$ cat src/hw/rtl/ssdf_pkg.sv
// Shared types, constants and the multiplexer table of the sensor scan debounce filter.
package ssdf_pkg;

    // Field widths fixed by the transaction formats.
    localparam int SAMPLE_BITS  = 10;
    localparam int SWITCH_W     = 8;
    localparam int SLOT_W       = 6;
    localparam int NEXT_W       = 5;
    localparam int MUX_W        = 4;
    localparam int COUNT_W      = 8;
    localparam int DEB_W        = 2;
    localparam int SHIFT_W      = 3;
    localparam int MAX_SHIFT    = 7;
    localparam int ACC_W        = SAMPLE_BITS + MAX_SHIFT + 1;
    localparam int CFG_INDEX_W  = 2;
    localparam int CFG_DATA_W   = 8;

    // Scan sequencing constants.
    localparam logic [COUNT_W-1:0] STARTUP_RESET  = 8'd100;
    localparam logic [COUNT_W-1:0] SCAN_THRESHOLD = 8'd25;
    localparam logic [SLOT_W-1:0]  SCAN_START     = 6'h20;
    localparam logic [SLOT_W-1:0]  LAST_SLOT      = 6'd16;
    localparam logic [SLOT_W-1:0]  BANK_SLOTS     = 6'd16;
    localparam logic [SLOT_W-1:0]  HIGH_BANK_SLOT = 6'd8;

    // Configuration register indexes and reset values.
    localparam logic [CFG_INDEX_W-1:0] REG_STARTUP_DELAY  = 2'd0;
    localparam logic [CFG_INDEX_W-1:0] REG_DEBOUNCE_COUNT = 2'd1;
    localparam logic [CFG_INDEX_W-1:0] REG_FILTER_SHIFT   = 2'd2;
    localparam logic [DEB_W-1:0]       DEBOUNCE_RESET     = 2'd3;
    localparam logic [SHIFT_W-1:0]     SHIFT_RESET        = 3'd6;

    // Queue between the front and back parts.
    localparam int QUEUE_DEPTH = 4;
    localparam int QPTR_W      = 2;

    typedef struct packed {
        logic [SAMPLE_BITS-1:0] adc_sample;
        logic                   switch_level;
    } ssdf_in_t;

    typedef struct packed {
        logic                   scan_active;
        logic [SWITCH_W-1:0]    switch_states;
        logic [SLOT_W-1:0]      done_slot;
        logic                   filtered_valid;
        logic [SAMPLE_BITS-1:0] filtered_value;
        logic [NEXT_W-1:0]      next_slot;
        logic                   high_current_select;
        logic [MUX_W-1:0]       mux_code;
        logic                   calibrate;
    } ssdf_out_t;

    // Classified work for the back part.
    typedef struct packed {
        logic                   active;
        logic                   in_bank;
        logic                   load;
        logic [SLOT_W-1:0]      done_slot;
        logic [NEXT_W-1:0]      next_slot;
        logic                   high_current;
        logic [MUX_W-1:0]       mux_code;
        logic                   calibrate;
        logic [SAMPLE_BITS-1:0] sample;
        logic                   level;
    } ssdf_cmd_t;

    // Analog input number for each slot position within a bank.
    function automatic logic [MUX_W-1:0] mux_code_of(input logic [2:0] pos);
        logic [MUX_W-1:0] code;
        case (pos)
            3'd0: code = 4'h6;
            3'd1: code = 4'h7;
            3'd2: code = 4'h8;
            3'd3: code = 4'h9;
            3'd4: code = 4'hA;
            3'd5: code = 4'hB;
            3'd6: code = 4'h2;
            3'd7: code = 4'h4;
            default: code = 4'h6;
        endcase
        return code;
    endfunction

endpackage

$ cat src/hw/rtl/sensor_scan_debounce_filter.sv
// Top level of the sensor scan debounce filter: configuration, front, queue and back.
//
//   Channel  Ports                          Carries
//   -------  -----------------------------  ----------------------------------------
//   input    s_valid, s_ready, s_data       one conversion: sample and switch level
//   result   m_valid, m_ready, m_data       one result per conversion
//   config   cfg_we, cfg_index, cfg_wdata   register writes, no wait, no read-back
//
// One transaction per cycle is sustained while m_ready is high. A conversion is stored in
// the queue, then its result is held in the back's output register until m_ready takes it.
// The four-entry queue lets the input keep flowing while the result side is stalled.
// Reset (aresetn, synchronous) reloads the startup counter with 100, the scan slot with 32
// and clears switch state, debounce counters and both filter banks in the same cycle.
// The startup counter reloads with a constant on every reset and startup delay writes
// are ignored, so a written delay has no visible effect.
module sensor_scan_debounce_filter
    import ssdf_pkg::*;
#(
    parameter int SWITCH_COUNT = 8
) (
    input  logic                   aclk,
    input  logic                   aresetn,
    input  logic                   cfg_we,
    input  logic [CFG_INDEX_W-1:0] cfg_index,
    input  logic [CFG_DATA_W-1:0]  cfg_wdata,
    input  logic                   s_valid,
    output logic                   s_ready,
    input  ssdf_in_t               s_data,
    output logic                   m_valid,
    input  logic                   m_ready,
    output ssdf_out_t              m_data
);

    logic [DEB_W-1:0]   debounce_count_reg;
    logic [SHIFT_W-1:0] filter_shift_reg;
    logic               q_full;
    logic               q_push;
    ssdf_cmd_t          q_cmd;
    logic               q_pop;
    logic               q_head_valid;
    ssdf_cmd_t          q_head_cmd;

    // Configuration registers.
    always_ff @(posedge aclk) begin
        if (!aresetn) begin
            debounce_count_reg <= DEBOUNCE_RESET;
            filter_shift_reg   <= SHIFT_RESET;
        end else if (cfg_we) begin
            case (cfg_index)
                REG_DEBOUNCE_COUNT: debounce_count_reg <= cfg_wdata[DEB_W-1:0];
                REG_FILTER_SHIFT:   filter_shift_reg   <= cfg_wdata[SHIFT_W-1:0];
                default: begin
                    // Startup delay and unused indexes leave the registers unchanged.
                end
            endcase
        end
    end

    ssdf_front u_front (
        .aclk    (aclk),
        .aresetn (aresetn),
        .s_valid (s_valid),
        .s_ready (s_ready),
        .s_data  (s_data),
        .q_full  (q_full),
        .q_push  (q_push),
        .q_cmd   (q_cmd)
    );

    ssdf_queue u_queue (
        .aclk       (aclk),
        .aresetn    (aresetn),
        .push       (q_push),
        .push_cmd   (q_cmd),
        .full       (q_full),
        .pop        (q_pop),
        .head_valid (q_head_valid),
        .head_cmd   (q_head_cmd)
    );

    ssdf_back #(
        .SWITCH_COUNT (SWITCH_COUNT)
    ) u_back (
        .aclk           (aclk),
        .aresetn        (aresetn),
        .debounce_count (debounce_count_reg),
        .filter_shift   (filter_shift_reg),
        .head_valid     (q_head_valid),
        .head_cmd       (q_head_cmd),
        .pop            (q_pop),
        .m_valid        (m_valid),
        .m_ready        (m_ready),
        .m_data         (m_data)
    );

endmodule

$ cat src/hw/rtl/ssdf_front.sv
// Front part: accepts conversions, runs the startup counter and scan slot, classifies work.
module ssdf_front
    import ssdf_pkg::*;
(
    input  logic      aclk,
    input  logic      aresetn,
    input  logic      s_valid,
    output logic      s_ready,
    input  ssdf_in_t  s_data,
    input  logic      q_full,
    output logic      q_push,
    output ssdf_cmd_t q_cmd
);

    logic [COUNT_W-1:0] startup_count_reg, startup_count_next;
    logic [SLOT_W-1:0]  scan_slot_reg, scan_slot_next;
    logic [SLOT_W-1:0]  slot_inc;
    logic [SLOT_W-1:0]  next_slot;
    logic               active;

    assign s_ready = !q_full;
    assign q_push  = s_valid && !q_full;

    // Startup countdown stops at zero; scanning starts below the threshold.
    always_comb begin
        if (startup_count_reg != '0) begin
            startup_count_next = startup_count_reg - 1'b1;
        end else begin
            startup_count_next = startup_count_reg;
        end
        active = startup_count_next < SCAN_THRESHOLD;
    end

    // Slot advances through the banks and the calibration slot, then wraps.
    always_comb begin
        slot_inc = scan_slot_reg + 1'b1;
        if (slot_inc > LAST_SLOT) begin
            next_slot = '0;
        end else begin
            next_slot = slot_inc;
        end
        scan_slot_next = active ? next_slot : scan_slot_reg;
    end

    // Classification of the accepted transaction.
    always_comb begin
        q_cmd              = '0;
        q_cmd.sample       = s_data.adc_sample;
        q_cmd.level        = s_data.switch_level;
        q_cmd.active       = active;
        if (active) begin
            q_cmd.in_bank      = scan_slot_reg < BANK_SLOTS;
            q_cmd.load         = startup_count_next != '0;
            q_cmd.done_slot    = scan_slot_reg;
            q_cmd.next_slot    = next_slot[NEXT_W-1:0];
            q_cmd.high_current = next_slot >= HIGH_BANK_SLOT;
            q_cmd.mux_code     = mux_code_of(next_slot[2:0]);
            q_cmd.calibrate    = next_slot == LAST_SLOT;
        end
    end

    always_ff @(posedge aclk) begin
        if (!aresetn) begin
            startup_count_reg <= STARTUP_RESET;
            scan_slot_reg     <= SCAN_START;
        end else if (q_push) begin
            startup_count_reg <= startup_count_next;
            scan_slot_reg     <= scan_slot_next;
        end
    end

endmodule

$ cat src/hw/rtl/ssdf_queue.sv
// Short queue of classified work between the front and back parts.
module ssdf_queue
    import ssdf_pkg::*;
(
    input  logic      aclk,
    input  logic      aresetn,
    input  logic      push,
    input  ssdf_cmd_t push_cmd,
    output logic      full,
    input  logic      pop,
    output logic      head_valid,
    output ssdf_cmd_t head_cmd
);

    ssdf_cmd_t         entry_reg [QUEUE_DEPTH];
    logic [QPTR_W-1:0] wr_ptr_reg, wr_ptr_next;
    logic [QPTR_W-1:0] rd_ptr_reg, rd_ptr_next;
    logic [QPTR_W:0]   fill_reg, fill_next;

    assign full       = fill_reg == (QPTR_W + 1)'(QUEUE_DEPTH);
    assign head_valid = fill_reg != '0;
    assign head_cmd   = entry_reg[rd_ptr_reg];

    // Pointer and fill bookkeeping.
    always_comb begin
        wr_ptr_next = push ? wr_ptr_reg + 1'b1 : wr_ptr_reg;
        rd_ptr_next = pop ? rd_ptr_reg + 1'b1 : rd_ptr_reg;
        fill_next   = fill_reg;
        if (push && !pop) begin
            fill_next = fill_reg + 1'b1;
        end else if (pop && !push) begin
            fill_next = fill_reg - 1'b1;
        end
    end

    always_ff @(posedge aclk) begin
        if (!aresetn) begin
            wr_ptr_reg <= '0;
            rd_ptr_reg <= '0;
            fill_reg   <= '0;
        end else begin
            wr_ptr_reg <= wr_ptr_next;
            rd_ptr_reg <= rd_ptr_next;
            fill_reg   <= fill_next;
        end
    end

    // Entry storage.
    always_ff @(posedge aclk) begin
        if (push) begin
            entry_reg[wr_ptr_reg] <= push_cmd;
        end
    end

endmodule

$ cat src/hw/rtl/ssdf_back.sv
// Back part: switch debounce, exponential filter banks and the result register.
module ssdf_back
    import ssdf_pkg::*;
#(
    parameter int SWITCH_COUNT = 8
) (
    input  logic               aclk,
    input  logic               aresetn,
    input  logic [DEB_W-1:0]   debounce_count,
    input  logic [SHIFT_W-1:0] filter_shift,
    input  logic               head_valid,
    input  ssdf_cmd_t          head_cmd,
    output logic               pop,
    output logic               m_valid,
    input  logic               m_ready,
    output ssdf_out_t          m_data
);

    localparam int SW_IDX_W = (SWITCH_COUNT > 1) ? $clog2(SWITCH_COUNT) : 1;
    localparam logic [3:0] SW_LIMIT = 4'(SWITCH_COUNT);

    logic [SWITCH_COUNT-1:0] switch_bits_reg, switch_bits_next;
    logic [DEB_W-1:0]        deb_cnt_reg [SWITCH_COUNT];
    logic [DEB_W-1:0]        deb_cnt_next;
    logic [SAMPLE_BITS-1:0]  store_reg [16];
    logic                    out_valid_reg;
    ssdf_out_t               out_data_reg, out_data_next;

    logic                    do_bank;
    logic                    do_debounce;
    logic [SW_IDX_W-1:0]     sw_idx;
    logic [3:0]              store_idx;
    logic [DEB_W-1:0]        cnt_inc;
    logic [SAMPLE_BITS-1:0]  old_value;
    logic [ACC_W-1:0]        acc;
    logic [ACC_W-1:0]        acc_shifted;
    logic [SAMPLE_BITS-1:0]  new_value;
    logic [SWITCH_W-1:0]     states_wide;

    assign pop     = head_valid && (!out_valid_reg || m_ready);
    assign m_valid = out_valid_reg;
    assign m_data  = out_data_reg;

    assign do_bank     = head_cmd.active && head_cmd.in_bank;
    assign do_debounce = do_bank && ({1'b0, head_cmd.done_slot[2:0]} < SW_LIMIT);
    assign sw_idx      = head_cmd.done_slot[SW_IDX_W-1:0];
    assign store_idx   = head_cmd.done_slot[3:0];

    // Debounce: a poll matching the stored bit counts toward a toggle.
    always_comb begin
        switch_bits_next = switch_bits_reg;
        cnt_inc          = deb_cnt_reg[sw_idx] + 1'b1;
        deb_cnt_next     = '0;
        if (switch_bits_reg[sw_idx] == head_cmd.level) begin
            if (cnt_inc >= debounce_count) begin
                switch_bits_next[sw_idx] = !head_cmd.level;
            end else begin
                deb_cnt_next = cnt_inc;
            end
        end
        if (!do_debounce) begin
            switch_bits_next = switch_bits_reg;
        end
    end

    // Filter step: old*(2^k-1)+sample is formed as (old<<k)-old+sample.
    always_comb begin
        old_value   = store_reg[store_idx];
        acc         = (ACC_W'(old_value) << filter_shift) - ACC_W'(old_value)
                      + ACC_W'(head_cmd.sample);
        acc_shifted = acc >> filter_shift;
        if (head_cmd.load) begin
            new_value = head_cmd.sample;
        end else begin
            new_value = acc_shifted[SAMPLE_BITS-1:0];
        end
    end

    // Result assembly.
    always_comb begin
        states_wide                       = '0;
        states_wide[SWITCH_COUNT-1:0]     = switch_bits_next;
        out_data_next                     = '0;
        out_data_next.switch_states       = states_wide;
        out_data_next.scan_active         = head_cmd.active;
        out_data_next.done_slot           = head_cmd.done_slot;
        out_data_next.filtered_valid      = do_bank;
        out_data_next.filtered_value      = do_bank ? new_value : '0;
        out_data_next.next_slot           = head_cmd.next_slot;
        out_data_next.high_current_select = head_cmd.high_current;
        out_data_next.mux_code            = head_cmd.mux_code;
        out_data_next.calibrate           = head_cmd.calibrate;
    end

    // Switch state and debounce counters.
    always_ff @(posedge aclk) begin
        if (!aresetn) begin
            switch_bits_reg <= '0;
            for (int i = 0; i < SWITCH_COUNT; i++) begin
                deb_cnt_reg[i] <= '0;
            end
        end else if (pop && do_debounce) begin
            switch_bits_reg     <= switch_bits_next;
            deb_cnt_reg[sw_idx] <= deb_cnt_next;
        end
    end

    // Filter banks, cleared at reset.
    always_ff @(posedge aclk) begin
        if (!aresetn) begin
            for (int i = 0; i < 16; i++) begin
                store_reg[i] <= '0;
            end
        end else if (pop && do_bank) begin
            store_reg[store_idx] <= new_value;
        end
    end

    // Output register: refilled from a waiting queue entry whenever it is empty or being taken.
    always_ff @(posedge aclk) begin
        if (!aresetn) begin
            out_valid_reg <= 1'b0;
        end else if (pop) begin
            out_valid_reg <= 1'b1;
        end else if (m_ready) begin
            out_valid_reg <= 1'b0;
        end
    end

    always_ff @(posedge aclk) begin
        if (pop) begin
            out_data_reg <= out_data_next;
        end
    end

endmodule
$ cat config.mk
export PLATFORM = sky130hd
export DESIGN_NAME = sensor_scan_debounce_filter
export DESIGN_NICKNAME = d
export VERILOG_FILES = /design/src/hw/rtl/ssdf_pkg.sv /design/src/hw/rtl/sensor_scan_debounce_filter.sv /design/src/hw/rtl/ssdf_front.sv /design/src/hw/rtl/ssdf_queue.sv /design/src/hw/rtl/ssdf_back.sv
export SDC_FILE = /design/constraint.sdc
export NUM_CORES = 1
export LEC_CHECK = 0
export ABC_AREA = 0
export BUFFER_PORTS_ARGS = -buffer_cell sky130_fd_sc_hd__clkbuf_2
export CAP_MARGIN = 20
export CORE_ASPECT_RATIO = 1.25
export CORE_MARGIN = 10
export CORE_UTILIZATION = 56
export CTS_CLUSTER_SIZE = 20
export DETAILED_ROUTE_END_ITERATION = 16
export PLACE_DENSITY = 0.83
export REMOVE_ABC_BUFFERS = 1
export SYNTH_ARGS = -nofsm -noshare
export SYNTH_HDL_FRONTEND = slang
export SYNTH_SLANG_ARGS = --single-unit
export TNS_END_PERCENT = 1
$ cat constraint.sdc
create_clock -name aclk -period 5.4 [get_ports aclk]
set_input_delay 0.27 -clock aclk [delete_from_list [all_inputs] [get_ports aclk]]
set_output_delay 0.27 -clock aclk [all_outputs]
set_load 0.05 [all_outputs]
# After elaboration in Yosys (flattened, before gate mapping)
# Memory sizes are Yosys's and may differ from the RTL's. A register that Yosys moved wholly into a read port is not among the register bits.
# Cells that the tools add are included.
# op_classes
addsub	9
multipliers	0
div	0
n_lt_le_gt_ge	7
eq_ne	5
n_shift	2
n_mux	32
bitwise_logic	0
reduce_logical	23
# op_table
operator	count
8-bit two-way mux	4
10-bit two-way mux	2
19-bit two-way mux	1
18-bit by 10-bit adder with 18-bit output	1
10-bit by 3-bit << shifter with 18-bit output	1
18-bit by 3-bit right shift with 10-bit output	1
18-bit by 10-bit subtractor with 18-bit output	1
8-bit nonzero test	2
1-bit two-way mux	12
2-bit two-way mux	5
10-bit OR reduction	1
3-bit two-way mux	3
8-bit bitwise mux	1
8-bit by 5-bit less-than comparator with 1-bit output (second input constant)	1
8-bit by 1-bit subtractor with 8-bit output (second input constant)	1
1-bit logical AND	7
2-bit by 1-bit adder with 2-bit output (second input constant)	3
6-bit by 1-bit adder with 6-bit output (second input constant)	1
6-bit by 5-bit equality test with 1-bit output (second input constant)	1
6-bit by 4-bit >= comparator with 1-bit output (second input constant)	1
6-bit by 5-bit > comparator with 1-bit output (second input constant)	1
6-bit by 5-bit less-than comparator with 1-bit output (second input constant)	1
6-bit two-way mux	1
2-bit AND reduction	3
other kinds (17)	22
# totals
regBits	72
latch_bits	0
ramBits	300
romBits	32
inputBits	26
out_inout_bits	39
wordCells	100
n_memories	4
# mem_list
memory	words	word_bits	rd	rd_clocked_by_memory_dff	wr	line	source
u_back.store_reg	16	10	1	0	16	ssdf_back.sv:25	logic [SAMPLE_BITS-1:0] store_reg [16];
u_queue.entry_reg	4	31	1	1	1	ssdf_queue.sv:15	ssdf_cmd_t entry_reg [QUEUE_DEPTH];
(name not given)	8	4	1	0	0	ssdf_pkg.sv:71	case (pos)
u_back.deb_cnt_reg	8	2	1	0	8	ssdf_back.sv:23	logic [DEB_W-1:0] deb_cnt_reg [SWITCH_COUNT];

# Logic depth before layout (Yosys ltp)
# depth
ltp_word	9
ltp_mapped	25
depth_no_buf	20

# Hierarchy
# From an unflattened synthesis, not the netlist that was laid out.
# hier_totals
hier_cells	1375
hier_area_um2	18251.3
# modules_own_cells
mod	n_inst	cells_each	area_each_um2	seq_area_each_um2
ssdf_back	1	976	11850.1	6576.3
ssdf_queue	1	204	4921.0	3903.7
ssdf_front	1	174	1263.7	280.3
sensor_scan_debounce_filter	1	21	216.5	100.1

# Worst setup path before layout
# No wires, ideal clock.
# synth_path
path_type	register to register
from	register with a tool-made name
to	memory u_back.store_reg[10][8] (data pin)
setup_time_ps	270
t_arrival_ps	5651
required_time_ps	5130
setup_slack_ps	-520
stages_incl_launch_ff	25
n_path_buf	6
synth_period_minus_slack_ps	5920
path_cell_list	dfxtp_1 > buf_6 > mux4_2 > buf_6 > buf_6 > buf_6 > buf_2 > mux4_2 > mux2i_1 > o22ai_1 > a21oi_1 > nor3_1 > or3_1 > ha_1 > o21bai_1 > ha_1 > nor3_1 > o21ai_0 > a221oi_1 > xnor2_1 > or3_1 > o311ai_0 > a32oi_1 > clkbuf_1 > nor3_1
# synth_rtl
item	line
end: declaration	ssdf_back.sv:25

==> results.sh <==
export IMPL_slowest_delay_ns=0.64
export IMPL_clock_root_buffer="clkbuf_16"
export IMPL_syn2layout_area_growth_pct=17.7
export IMPL_mostFrequentLayoutCells="edfxtp_1, buf_4, nor2_1"
export IMPL_maxCapViolations=0
export IMPL_violations="setup timing"
export IMPL_grt_max_degree=62
export IMPL_first_pass_iters=7
export IMPL_cts_reportedPaths_clkPinSlew_ns=0.07
export IMPL_holdWs_ns=0.0186
export IMPL_cts_path_max_buffers=3
export IMPL_diodes=0
export IMPL_hold_viol_final=0
export IMPL_syn_area_per_cell_um2=12.9
export IMPL_cts_tree="built"
export IMPL_max_slew_margin_rel=0.442
export IMPL_final_cells=2039
export IMPL_start_util=0.565
export IMPL_cp_data_required_time_ns=5.76
export IMPL_htreeDepth=2
export IMPL_tightest_slew_ns=0.831
export IMPL_synth_cell_type_count=70
export IMPL_hpwl_um=32100
export IMPL_setup_worst_path_class="reg -> reg"
export IMPL_clk_latency_ns=0.55
export IMPL_final_common_cell="edfxtp_1"
export IMPL_syn_inst=1427
export IMPL_grt_pass1_wl_um=76600
export IMPL_seq_area_frac_synth=0.591
export IMPL_first_global_vias=13600
export IMPL_ys_warn_count=0
export IMPL_dp_cells=1957
export IMPL_synth_area_um2=18400
export IMPL_ant_nets=0
export IMPL_crit_fanout=17
export IMPL_rsz0062_at_grt="yes"
export IMPL_num_rows=74
export IMPL_stdcell_area_um2=21600
export IMPL_io_buffers=59
export IMPL_use_met1=0.276
export IMPL_avgViaCountPerCell=6.44
export IMPL_antenna_found_initial=0
export IMPL_grt_busiest_layer="met2"
export IMPL_ys_ff_latch=374
export IMPL_slew_violations=0
export IMPL_global_route_usage_met3=0.0486
export IMPL_drive_above_1_share=0.255
export IMPL_grtUsageTotal=0.241
export IMPL_numClockSinks=374
export IMPL_globalplace_congestion=0.918
export IMPL_vias=13100
export IMPL_skew_ns=0.0240
export IMPL_finalNetCount=1659
export IMPL_wl_per_cell_um=24.4
export IMPL_grt_remaining_overflow=0
export IMPL_layout_worst_path_cycle_share=1.09
export IMPL_numCtsBuffers=35
export IMPL_die_area_um2=40500
export IMPL_routed_wl_um=49700
export IMPL_setup_violations=170
export IMPL_period_minus_slack_ns=5.89
export IMPL_hold_path_class="in -> reg"
export IMPL_synth_flop_cell="edfxtp_1"
export IMPL_arrival_ns=6.25
export IMPL_place_area_um2=20100
export IMPL_end_kind="register"
export IMPL_outcome="finished, violations left"
export IMPL_start_kind="register"
export IMPL_die_h_um=223
export IMPL_core_area_um2=32500
export IMPL_critical_path_slowest_cell="mux4_4"
export IMPL_io_pins=65
export IMPL_synth_edf_count=337
export IMPL_fin_ws_ns=-0.486
export IMPL_drt_iter0_drc=1652
export IMPL_fmax_mhz=170
export IMPL_largest_reg_flops=160
export IMPL_drc=0
export IMPL_met2_usage=0.415
export IMPL_cp_cell_sequence="mux4_4 -> buf_12 -> buf_4 -> mux4_2 -> mux2_4 -> nand2_1 -> o21ai_1 -> a21oi_2 -> nor3_1 -> or3_1 -> ha_1 -> ha_1 -> nor3_4 -> or3b_4 -> a211o_4 -> buf_4 -> nand2_2 -> xnor2_2 -> a221o_1 -> a211o_1 -> buf_12 -> a21oi_1"
export IMPL_async_reset_ff_frac=0
export IMPL_die_w_um=182
## layout make-up
class	count	area, µm²
clock inverters	19	188
well taps	418	523
fillers	2144	10900
inverters	35	131
flip-flops and latches	374	10900
repair buffers	229	1800
multi-input cells	920	7210
clock buffers	44	920
## synth_stat cells, types with 5 or more instances
master | count | share of area
edfxtp_1 | 337 | 0.55
nor2_1 | 136 | 0.028
nand2_1 | 126 | 0.026
nor3_1 | 102 | 0.028
mux2i_1 | 71 | 0.039
mux4_2 | 70 | 0.086
clkbuf_1 | 69 | 0.014
a21oi_1 | 52 | 0.014
dfxtp_1 | 37 | 0.040
ha_1 | 34 | 0.023
inv_1 | 33 | 0.0067
nand3_1 | 30 | 0.0082
a211oi_1 | 27 | 0.011
xnor2_1 | 26 | 0.012
o21ai_0 | 23 | 0.0063
nor2b_1 | 20 | 0.0068
and2_1 | 16 | 0.0054
buf_2 | 15 | 0.0041
mux2_2 | 13 | 0.0080
a22oi_1 | 12 | 0.0049
a21o_1 | 9 | 0.0037
and3_1 | 9 | 0.0031
nand2b_1 | 9 | 0.0031
o21bai_1 | 9 | 0.0037
or3_1 | 9 | 0.0031
xor2_1 | 9 | 0.0043
o22ai_1 | 8 | 0.0027
or2_2 | 8 | 0.0027
buf_1 | 7 | 0.0014
buf_6 | 6 | 0.0037
nand3b_1 | 6 | 0.0025
nand4_1 | 6 | 0.0020
a21boi_0 | 5 | 0.0020
o211ai_1 | 5 | 0.0020
o31ai_1 | 5 | 0.0020
## path summary, 6_finish.rpt
kind,start,end,slack [ns],cells past startpoint
setup / recovery,u_queue.entry_reg[3][23],u_back.store_reg[13][6],-0.49,22
hold / removal,cfg_wdata[0],debounce_count_reg[0],0.02,3
setup reg to reg,u_queue.entry_reg[3][23],u_back.store_reg[13][6],-0.49,22
hold reg to reg,u_back.switch_bits_reg[1],u_back.switch_bits_reg[1],0.48,2
## metrics by stage
stage | setup WS [ns] | util | TNS, ns
5_1_grt | -0.655 | 0.666 | -91.11
4_1_cts | -0.405 | 0.663 | -51.38
3_5_place_dp | -0.682 | 0.619 | -84.20
2_1_floorplan | -2.43 | - | -386.67
6_report | -0.486 | 0.666 | -61.07
3_3_place_gp | -0.705 | 0.619 | -76.01
## logic make-up (layout without fill, tap and decap cells)
| group | after synthesis | count (layout) | synth area share |
|---|---|---|---|
| multiplexers | 156 | 156 | 0.134 |
| flip-flops | 374 | 374 | 0.591 |
| AO/OA/AOI/OAI | 202 | 202 | 0.0766 |
| XOR/XNOR | 35 | 35 | 0.0167 |
| adder cells (fa/ha/maj) | 38 | 38 | 0.0275 |
| AND/OR/NAND/NOR | 489 | 489 | 0.123 |
| buffers and inverters | 133 | 327 | 0.0308 |
## worst max-delay path, delay by kind of cell (launching register included)
family	cells	cell delay, ns
AO/OA/AOI/OAI	6	1.40
AND/OR/NAND/NOR	6	1.14
flip-flops	1	0.37
adder cells (fa/ha/maj)	2	0.68
multiplexers	3	1.39
XOR/XNOR	1	0.08
buffers and inverters	4	0.64
## timing repair
| item | in CTS | in global routing |
|---|---|---|
| pin swaps | 14 | 5 |
| endpoints found under the hold margin | 44 | 0 |
| setup buffers | 7 | 1 |
| endpoints found under the setup margin | 170 | 170 |
| resized for setup | 38 | 18 |
| hold buffers | 11 | 0 |
## metal layers
metal / share of wire / wire length (µm) / up-vias
li1: - / - / 5749
met1: 0.35 / 17200 / 6373
met2: 0.51 / 25400 / 830
met3: 0.093 / 4630 / 173
met4: 0.050 / 2480 / 0
met5: 0 / 0 / -
Power is left out: the tool's default activity adds up to more than one toggle a clock period on the data nets, which glitch-free logic cannot reach.
